<file path="src/graph_store_with_cycle_check_top_assert.svh">
// Assertion macros for the graph store top level
`ifndef GRAPH_STORE_WITH_CYCLE_CHECK_TOP_ASSERT_SVH
`define GRAPH_STORE_WITH_CYCLE_CHECK_TOP_ASSERT_SVH

// same-cycle implication
`define GSCC_ASSERT_IMPL(name, clk, rst_n, ante, cons) \
	name: assert property (@(posedge clk) disable iff (!rst_n) (ante) |-> (cons)) \
		else $error("graph store assertion failed");

// next-cycle implication
`define GSCC_ASSERT_NEXT(name, clk, rst_n, ante, cons) \
	name: assert property (@(posedge clk) disable iff (!rst_n) (ante) |=> (cons)) \
		else $error("graph store assertion failed");

`endif

</file>
<file path="src/gscc_pkg.sv">
`default_nettype none
package gscc_pkg;

	// defaults for the top-level table sizes
	localparam int MAX_NODES_DEF = 64;
	localparam int MAX_EDGES_DEF = 128;

	// fixed field widths
	localparam int ID_BITS   = 16;
	localparam int PORT_BITS = 4;
	localparam logic [PORT_BITS-1:0] MAX_PORTS = 4'd15;

	// command codes
	localparam logic [2:0] CMD_ADD_NODE = 3'd0;
	localparam logic [2:0] CMD_DEL_NODE = 3'd1;
	localparam logic [2:0] CMD_CONNECT  = 3'd2;
	localparam logic [2:0] CMD_DEL_EDGE = 3'd3;
	localparam logic [2:0] CMD_CHECK    = 3'd4;

	// status codes
	localparam logic [1:0] ST_OK        = 2'd0;
	localparam logic [1:0] ST_NOT_FOUND = 2'd1;
	localparam logic [1:0] ST_REJECT    = 2'd2;
	localparam logic [1:0] ST_FULL      = 2'd3;

	typedef struct packed {
		logic [2:0]           command;
		logic [ID_BITS-1:0]   item_id;
		logic [ID_BITS-1:0]   target_node;
		logic [PORT_BITS-1:0] source_port;
		logic [PORT_BITS-1:0] target_port;
		logic [PORT_BITS-1:0] input_port_count;
		logic [PORT_BITS-1:0] output_port_count;
	} gscc_in_t;

	typedef struct packed {
		logic [1:0]         status;
		logic [ID_BITS-1:0] new_id;
		logic               has_cycle;
	} gscc_out_t;

	// datapath operations issued by the controller
	typedef enum logic [4:0] {
		OP_NONE,
		OP_LOAD,
		OP_NODE_RD,
		OP_NODE_EV,
		OP_NODE_ADD,
		OP_NODE_DEL,
		OP_EDGE_RD,
		OP_EDGE_EV,
		OP_EDGE_ADD,
		OP_EDGE_DEL,
		OP_CLR_DEG,
		OP_DEG_FETCH,
		OP_INC_WR,
		OP_DEC_WR,
		OP_DEG_RD,
		OP_DEG_EV,
		OP_POP,
		OP_POP_EV,
		OP_DONE
	} dp_op_t;

	typedef struct packed {
		dp_op_t     op;
		logic [1:0] status;
	} ctl_t;

	typedef struct packed {
		logic [2:0] cmd;
		logic       self_loop;
		logic       nn_zero;
		logic       ne_zero;
		logic       node_live;
		logic       edge_live;
		logic       src_is_cur;
		logic       s_found;
		logic       d_found;
		logic       e_found;
		logic       dup;
		logic       port_bad;
		logic       stack_empty;
	} stat_t;

	// port count of a new node, held to 1..MAX_PORTS
	function automatic logic [PORT_BITS-1:0] clamp_ports(input logic [PORT_BITS-1:0] n);
		logic [PORT_BITS-1:0] r;
		if (n == '0)
			r = PORT_BITS'(1);
		else if (n > MAX_PORTS)
			r = MAX_PORTS;
		else
			r = n;
		return r;
	endfunction

endpackage
`default_nettype wire

</file>
<file path="src/gscc_ctrl.sv">
`default_nettype none
module gscc_ctrl #(
	parameter int MAX_NODES = gscc_pkg::MAX_NODES_DEF,
	parameter int MAX_EDGES = gscc_pkg::MAX_EDGES_DEF,
	localparam int NB = $clog2(MAX_NODES),
	localparam int EB = (MAX_EDGES > 1) ? $clog2(MAX_EDGES) : 1
) (
	input  wire logic            clk,
	input  wire logic            arst_n,
	input  wire logic            start,
	input  wire gscc_pkg::stat_t stat,
	output logic                 busy,
	output logic                 done,
	output gscc_pkg::ctl_t       ctl,
	output logic [NB-1:0]        nidx,
	output logic [EB-1:0]        eidx
);
	import gscc_pkg::*;

	localparam logic [NB-1:0] NLAST = NB'(MAX_NODES - 1);
	localparam logic [EB-1:0] ELAST = EB'(MAX_EDGES - 1);

	typedef enum logic [4:0] {
		S_IDLE, S_DISPATCH, S_ADD_SCAN, S_N_RD, S_N_EV, S_N_END,
		S_E_RD, S_E_EV, S_E_END, S_CLR, S_I_RD, S_I_EV, S_I_WR,
		S_R_RD, S_R_EV, S_POP, S_POP_EV, S_D_RD, S_D_EV, S_D_WR, S_DONE
	} state_t;

	state_t        state_q;
	logic [NB-1:0] nidx_q;
	logic [EB-1:0] eidx_q;
	logic [1:0]    st_q;
	logic          done_q;
	logic          inc_hit, dec_hit;

	assign inc_hit = stat.edge_live;
	assign dec_hit = stat.edge_live && stat.src_is_cur;

	// operation issued this cycle
	always_comb begin
		ctl.op     = OP_NONE;
		ctl.status = st_q;
		unique case (state_q)
			S_IDLE:     ctl.op = start ? OP_LOAD : OP_NONE;
			S_ADD_SCAN: ctl.op = stat.node_live ? OP_NONE : OP_NODE_ADD;
			S_N_RD:     ctl.op = OP_NODE_RD;
			S_N_EV:     ctl.op = OP_NODE_EV;
			S_E_RD,
			S_I_RD,
			S_D_RD:     ctl.op = OP_EDGE_RD;
			S_E_EV:     ctl.op = OP_EDGE_EV;
			S_E_END: begin
				priority if (stat.cmd == CMD_DEL_NODE)
					ctl.op = OP_NODE_DEL;
				else if (stat.cmd == CMD_DEL_EDGE)
					ctl.op = stat.e_found ? OP_EDGE_DEL : OP_NONE;
				else
					ctl.op = (!stat.dup && stat.e_found && !stat.ne_zero) ?
						OP_EDGE_ADD : OP_NONE;
			end
			S_CLR:      ctl.op = OP_CLR_DEG;
			S_I_EV:     ctl.op = inc_hit ? OP_DEG_FETCH : OP_NONE;
			S_I_WR:     ctl.op = OP_INC_WR;
			S_R_RD:     ctl.op = OP_DEG_RD;
			S_R_EV:     ctl.op = OP_DEG_EV;
			S_POP:      ctl.op = stat.stack_empty ? OP_NONE : OP_POP;
			S_POP_EV:   ctl.op = OP_POP_EV;
			S_D_EV:     ctl.op = dec_hit ? OP_DEG_FETCH : OP_NONE;
			S_D_WR:     ctl.op = OP_DEC_WR;
			S_DONE:     ctl.op = OP_DONE;
			default:    ctl.op = OP_NONE;
		endcase
	end

	// sequencer
	always_ff @(posedge clk or negedge arst_n) begin
		if (!arst_n) begin
			state_q <= S_IDLE;
			nidx_q  <= '0;
			eidx_q  <= '0;
			st_q    <= ST_OK;
			done_q  <= 1'b0;
		end else begin
			done_q <= 1'b0;
			unique case (state_q)
				S_IDLE: if (start) state_q <= S_DISPATCH;
				S_DISPATCH: begin
					nidx_q <= '0;
					eidx_q <= '0;
					st_q   <= ST_OK;
					priority if (stat.cmd == CMD_ADD_NODE) begin
						if (stat.nn_zero) begin
							st_q    <= ST_FULL;
							state_q <= S_DONE;
						end else begin
							state_q <= S_ADD_SCAN;
						end
					end else if (stat.cmd == CMD_DEL_NODE) begin
						state_q <= S_N_RD;
					end else if (stat.cmd == CMD_CONNECT) begin
						if (stat.self_loop) begin
							st_q    <= ST_REJECT;
							state_q <= S_DONE;
						end else begin
							state_q <= S_N_RD;
						end
					end else if (stat.cmd == CMD_DEL_EDGE) begin
						state_q <= S_E_RD;
					end else if (stat.cmd == CMD_CHECK) begin
						state_q <= S_CLR;
					end else begin
						state_q <= S_DONE;
					end
				end
				// first free node slot
				S_ADD_SCAN: begin
					if (!stat.node_live) begin
						state_q <= S_DONE;
					end else if (nidx_q == NLAST) begin
						st_q    <= ST_FULL;
						state_q <= S_DONE;
					end else begin
						nidx_q <= nidx_q + NB'(1);
					end
				end
				// node id lookup
				S_N_RD: state_q <= S_N_EV;
				S_N_EV: begin
					if (nidx_q == NLAST) begin
						state_q <= S_N_END;
					end else begin
						nidx_q  <= nidx_q + NB'(1);
						state_q <= S_N_RD;
					end
				end
				S_N_END: begin
					if (stat.cmd == CMD_DEL_NODE) begin
						if (!stat.s_found) begin
							st_q    <= ST_NOT_FOUND;
							state_q <= S_DONE;
						end else begin
							state_q <= S_E_RD;
						end
					end else if (!stat.s_found || !stat.d_found || stat.port_bad) begin
						st_q    <= ST_REJECT;
						state_q <= S_DONE;
					end else begin
						state_q <= S_E_RD;
					end
				end
				// edge table sweep
				S_E_RD: state_q <= S_E_EV;
				S_E_EV: begin
					if (eidx_q == ELAST) begin
						state_q <= S_E_END;
					end else begin
						eidx_q  <= eidx_q + EB'(1);
						state_q <= S_E_RD;
					end
				end
				S_E_END: begin
					state_q <= S_DONE;
					priority if (stat.cmd == CMD_DEL_NODE) begin
						st_q <= ST_OK;
					end else if (stat.cmd == CMD_DEL_EDGE) begin
						st_q <= stat.e_found ? ST_OK : ST_NOT_FOUND;
					end else if (stat.dup) begin
						st_q <= ST_REJECT;
					end else if (!stat.e_found || stat.ne_zero) begin
						st_q <= ST_FULL;
					end else begin
						st_q <= ST_OK;
					end
				end
				// cycle check: clear in-degrees, count live nodes
				S_CLR: begin
					if (nidx_q == NLAST) begin
						nidx_q  <= '0;
						state_q <= S_I_RD;
					end else begin
						nidx_q <= nidx_q + NB'(1);
					end
				end
				// in-degree build
				S_I_RD: state_q <= S_I_EV;
				S_I_EV: begin
					if (inc_hit) begin
						state_q <= S_I_WR;
					end else if (eidx_q == ELAST) begin
						state_q <= S_R_RD;
					end else begin
						eidx_q  <= eidx_q + EB'(1);
						state_q <= S_I_RD;
					end
				end
				S_I_WR: begin
					if (eidx_q == ELAST) begin
						state_q <= S_R_RD;
					end else begin
						eidx_q  <= eidx_q + EB'(1);
						state_q <= S_I_RD;
					end
				end
				// seed the ready stack
				S_R_RD: state_q <= S_R_EV;
				S_R_EV: begin
					if (nidx_q == NLAST) begin
						state_q <= S_POP;
					end else begin
						nidx_q  <= nidx_q + NB'(1);
						state_q <= S_R_RD;
					end
				end
				// peel ready nodes
				S_POP: state_q <= stat.stack_empty ? S_DONE : S_POP_EV;
				S_POP_EV: begin
					eidx_q  <= '0;
					state_q <= S_D_RD;
				end
				S_D_RD: state_q <= S_D_EV;
				S_D_EV: begin
					if (dec_hit) begin
						state_q <= S_D_WR;
					end else if (eidx_q == ELAST) begin
						state_q <= S_POP;
					end else begin
						eidx_q  <= eidx_q + EB'(1);
						state_q <= S_D_RD;
					end
				end
				S_D_WR: begin
					if (eidx_q == ELAST) begin
						state_q <= S_POP;
					end else begin
						eidx_q  <= eidx_q + EB'(1);
						state_q <= S_D_RD;
					end
				end
				S_DONE: begin
					done_q  <= 1'b1;
					state_q <= S_IDLE;
				end
				default: state_q <= S_IDLE;
			endcase
		end
	end

	assign busy = (state_q != S_IDLE);
	assign done = done_q;
	assign nidx = nidx_q;
	assign eidx = eidx_q;

endmodule
`default_nettype wire

</file>
<file path="config.mk">
export PLATFORM = sky130hd
export DESIGN_NAME = gscc_ctrl
export DESIGN_NICKNAME = d
export VERILOG_FILES = /design/src/graph_store_with_cycle_check_top_assert.svh /design/src/gscc_pkg.sv /design/src/gscc_ctrl.sv
export SDC_FILE = /design/constraint.sdc
export NUM_CORES = 1
export LEC_CHECK = 0
export BUFFER_PORTS_ARGS = -buffer_cell sky130_fd_sc_hd__buf_2
export CAP_MARGIN = 30
export CELL_PAD_IN_SITES_DETAIL_PLACEMENT = 1
export CELL_PAD_IN_SITES_GLOBAL_PLACEMENT = 1
export CORE_MARGIN = 5
export CORE_UTILIZATION = 44
export DETAILED_ROUTE_END_ITERATION = 8
export PLACE_DENSITY = 0.84
export REMOVE_ABC_BUFFERS = 1
export SYNTH_ARGS = -nofsm -noshare
export SYNTH_HDL_FRONTEND = slang
export SYNTH_SLANG_ARGS = --single-unit
</file>
<file path="constraint.sdc">
create_clock -name clk -period 5.4 [get_ports clk]
set_clock_uncertainty 0.2 [all_clocks]
set_input_delay 0.27 -clock clk [delete_from_list [all_inputs] [get_ports clk]]
set_output_delay 0.27 -clock clk [all_outputs]
set_load 0.02 [all_outputs]
</file>
==> PnR_summary.wiki <==
{| class="wikitable"
! Metric !! Value
|-
| Core region area || 0.00475 mm^2
|-
| Post-route worst hold slack || 0.225 ns
|-
| Vias || 2,330
|-
| Most instantiated flip-flop cell in the synthesis netlist || sky130_fd_sc_hd__dfrtp_1
|-
| Warnings from Yosys || 0
|-
| Number of violations reported at the end of detailed-routing iteration 0 || 234
|-
| Reg2reg path depth || 5
|-
| Clock Pin Slew Worst Setup and Hold Paths || 0.09 ns
|-
| Gate count of the mapped netlist || 278
|-
| Power density over the cells || 467 mW/mm^2
|-
| Logic pwr share || 0.682
|-
| Hold Crit Class || in2reg
|-
| Die Footprint || 0.00645 mm^2
|-
| Ports || 40
|-
| Fmax || 344 MHz
|-
| Final worst path period need || 2.91 ns
|-
| Number of antenna diodes || 0
|-
| Clock buffers created by TritonCTS || 3
|-
| Longest individual stage delay on the worst path || 0.95 ns
|-
| DR pass1 iterations || 4
|-
| Nets@finish || 325
|-
| Worst min-delay path startpoint || stat[10]
|-
| Final ANT Viol Nets || 0
|-
| Number of max-cap violations || 0
|-
| Required time of the critical path || 4.93 ns
|-
| Worst relative slew slack || 0.385
|-
| Total number of placement rows || 25
|-
| Slew @ Worst Pin || 0.923 ns
|-
| Detailed Place HPWL || 5050 um
|-
| Vert. Die Dim || 80.3 um
|-
| Arrival time at the worst endpoint || 2.44 ns
|-
| Critical setup path kind || reg2out
|-
| Worst hold path cell count || 3
|-
| Quantity of I/O buffers inserted on ports || 39
|-
| Kind of cell adding the most delay to the critical path || flip-flops
|-
| Endpoint of the most critical register-to-register path || eidx[5]$_DFFE_PN0P_
|-
| Cells taking the most area after synthesis || sky130_fd_sc_hd__dfrtp_1, sky130_fd_sc_hd__nand2_1, sky130_fd_sc_hd__nor2_1
|-
| Area share of the largest cell type after synthesis || 0.241
|-
| CTS hold repair buffers || 1
|-
| Wire length per cell || 18.4 um
|-
| CP max-delay cell || sky130_fd_sc_hd__dfrtp_1
|-
| Clock insertion delay at the later pin of the skew report || 0.27 ns
|-
| Switching power total || 0.606 mW
|-
| Endpoint type of the worst setup path || primary output
|-
| Syn_area_per_cell || 7.83 um^2
|-
| Number of global-route vias before repair || 2,296
|-
| Switching fraction of total power || 0.528
|-
| Maximum level of the CTS H-tree || 1
|-
| Largest family of logic cells by synthesized area || compound AO/OA/AOI/OAI gates
|-
| Number of clock sinks || 21
|-
| Reported leakage power || 1.09 nW
|-
| Count of unresolved DRC violations after routing || 0
|-
| Total setup buffers inserted after CTS || 0
|-
| Crit path launch type || flop
|-
| Count of instances resized after the clock tree is built || 0
|-
| RSZ-0062 raised after global routing || no
|-
| Horizontal die dimension || 80.3 um
|-
| Proportion of synthesized flip-flops having asynchronous set or reset || 1.00
|-
| Post-synthesis share of cell area spent on full adders, half adders and majority gates || 0.0115
|-
| Share of total power in the clock network || 0.098
|-
| Initial antenna violation count || 0
|-
| Leading area contributor after synthesis || sky130_fd_sc_hd__dfrtp_1
|-
| Reg2Reg Setup Slack || 2.67 ns
|-
| Share of post-route cells with drive strength above 1 || 0.184
|-
| Worst reg2reg path startpoint || state_q[0]$_DFFE_PN0P_
|-
| Vias/cell || 6.28
|-
| Post-synth EDFFs || 0
|-
| CTS tree || built
|-
| Terminating pin of the worst hold path || st_q[0]$_DFFE_PN0P_
|-
| Maximum fanout along the worst path || 29
|-
| Cell-by-cell trace of the critical path || nor2b_1 -> nand2b_1 -> nand2_1 -> o31a_1 -> o211ai_1 -> buf_2
|-
| Total routing resource utilization after global routing || 0.218
|-
| Total congestion overflow || 0
|-
| Result of the run || finished, final reports clean
|-
| Aggregate routed wire length || 6830 um
|-
| Startpoint of the worst setup timing path || state_q[0]$_DFFE_PN0P_
|-
| Final setup violation count || 0
|-
| Simple logic cell fraction of the synthesized area || 0.304
|-
| Distinct cell type count of the synthesized netlist || 68
|-
| Sequential share of the synthesized area || 0.241
|-
| Maximum root-to-sink buffer count || 2
|-
| Max VDD drop || 184 uV
|-
| Seq pwr share || 0.220
|-
| Master cell of the clock root buffer || sky130_fd_sc_hd__clkbuf_8
|-
| Critical path buffer and inverter count || 1
|-
| Number of synthesized register bits || 21
|-
| Area of the mapped netlist || 0.00218 mm^2
|-
| Max-slew violations || 0
|-
| Effective utilization at floorplan || 0.458
|-
| Maximum number of pins on one net before global-route repair || 40
|-
| Area growth syn-to-layout || 13.0%
|-
| Routability cong. || 0.849
|-
| Synth Area in XOR/XNOR || 0.00805
|-
| Number of failing hold endpoints at the final stage || 0
|-
| Fraction of synthesized area in multiplexers || 0.0379
|-
| Total negative slack for setup checks || 0 ns
|-
| Share of the clock period used by the worst path after layout || 0.539
|-
| Global-route wire length before repair || 11,300 um
|-
| Post-synthesis compound-gate area fraction || 0.340
|-
| Pint || 0.542 mW
|}
-- state kept, by name (all words and copies together), names as in the netlist --
signal,cells
eidx,7
nidx,6
done,1
state_q,5
st_q,2
-- cell usage after synthesis (5+ instances only) --
cell type                   n
sky130_fd_sc_hd__and3_1     8
sky130_fd_sc_hd__nand2_1   26
sky130_fd_sc_hd__nor3_1     8
sky130_fd_sc_hd__a21oi_1   11
sky130_fd_sc_hd__dfrtp_1   21
sky130_fd_sc_hd__nor2_1    23
sky130_fd_sc_hd__a31oi_1    5
sky130_fd_sc_hd__buf_2      9
sky130_fd_sc_hd__clkbuf_1  10
sky130_fd_sc_hd__inv_1      5
sky130_fd_sc_hd__nor2b_1    7
sky130_fd_sc_hd__nand3_1   12
sky130_fd_sc_hd__o31ai_1    6
sky130_fd_sc_hd__nand2b_1  10
sky130_fd_sc_hd__o211ai_1   9
sky130_fd_sc_hd__mux2i_1    6
sky130_fd_sc_hd__o21ai_0   13
sky130_fd_sc_hd__a21o_1     6
-- how the worst max path moves through the flow --
| stage | endpoint | slack [ns] | cells after the start |
|---|---|---|---|
| 2_1_floorplan | eidx[5]$_DFFE_PN0P_ | 2.98 | 5 |
| 5_1_grt | ctl[3] | 2.34 | 6 |
| 6_report | ctl[3] | 2.49 | 6 |
| 3_3_place_gp | eidx[5]$_DFFE_PN0P_ | 2.65 | 5 |
| 4_1_cts | ctl[3] | 2.50 | 6 |
| 3_5_place_dp | eidx[5]$_DFFE_PN0P_ | 2.53 | 5 |
-- kinds of logic after synthesis --
group	after synthesis
DFF	21
muxes	8
AOI/OAI and AO/OA	96
xor gates and xnor gates	2
adders and majority gates	2
buffers and inverters	27
and+or+nand+nor	122
-- cell type report --
class,count,area [um^2]
Timing Repair Buffer,44,255
Tap cell,67,83.8
Inverter,5,18.8
Sequential cell,21,526
Multi-Input combinational cell,230,1530
Fill cell,642,2290
Clock buffer,3,41.3
Clock inverter,1,7.51
-- through the flow --
step / setup WS [ns] / cell area [um^2] / total power [mW] / instances / utilization
2_1_floorplan: 2.98 / 2070 / 0.783 / 256 / -
6_report: 2.49 / 2460 / 1.15 / 371 / 0.517
5_1_grt: 2.34 / 2460 / 1.24 / 371 / 0.517
3_5_place_dp: 2.53 / 2370 / 1.01 / 365 / 0.499
4_1_cts: 2.50 / 2430 / 1.13 / 370 / 0.512
3_3_place_gp: 2.65 / 2370 / 0.985 / 365 / 0.499
-- worst min-delay path, cell delays in order --
cell                      delay, ns
sky130_fd_sc_hd__buf_2         0.12
sky130_fd_sc_hd__a311o_1       0.15
sky130_fd_sc_hd__mux2_1        0.11
-- cell usage in the layout (no fill, tap or decap), drive strengths merged, types with 2 or more instances in the layout --
| master | n |
|---|---|
| a211o | 3 |
| a21o | 6 |
| a21oi | 11 |
| a31o | 2 |
| a31oi | 5 |
| a32oi | 2 |
| and2 | 4 |
| and3 | 8 |
| and3b | 4 |
| buf | 43 |
| clkbuf | 3 |
| dfrtp | 21 |
| ha | 2 |
| inv | 5 |
| mux2 | 2 |
| mux2i | 6 |
| nand2 | 26 |
| nand2b | 10 |
| nand3 | 12 |
| nor2 | 23 |
| nor2b | 7 |
| nor3 | 8 |
| nor3b | 4 |
| nor4 | 2 |
| nor4bb | 2 |
| o2111a | 2 |
| o211ai | 10 |
| o21a | 3 |
| o21ai | 16 |
| o21bai | 3 |
| o22ai | 3 |
| o2bb2ai | 3 |
| o311ai | 2 |
| o31a | 2 |
| o31ai | 6 |
| o41ai | 2 |
| or3 | 3 |
| or4 | 2 |
| xnor2 | 2 |
-- power groups by stage --
stage,clock (mW),combinational (mW),sequential (mW)
finish,0.113,0.783,0.252
global route,0.122,0.861,0.259
CTS,0.117,0.745,0.271
detailed placement,0,0.740,0.273
global placement,0,0.715,0.269
floorplan,0,0.471,0.312
-- layer usage --
| layer | track usage | wire length, um | vias up | share of wire |
|---|---|---|---|---|
| met5 | 0 | 0 | - | 0 |
| met2 | 0.362 | 3370 | 47 | 0.49 |
| met3 | 0.0224 | 217 | 4 | 0.032 |
| li1 | - | - | 1116 | - |
| met1 | 0.307 | 3210 | 1163 | 0.47 |
| met4 | 0.0422 | 32 | 0 | 0.0047 |
(Power assumes the default switching activity.)
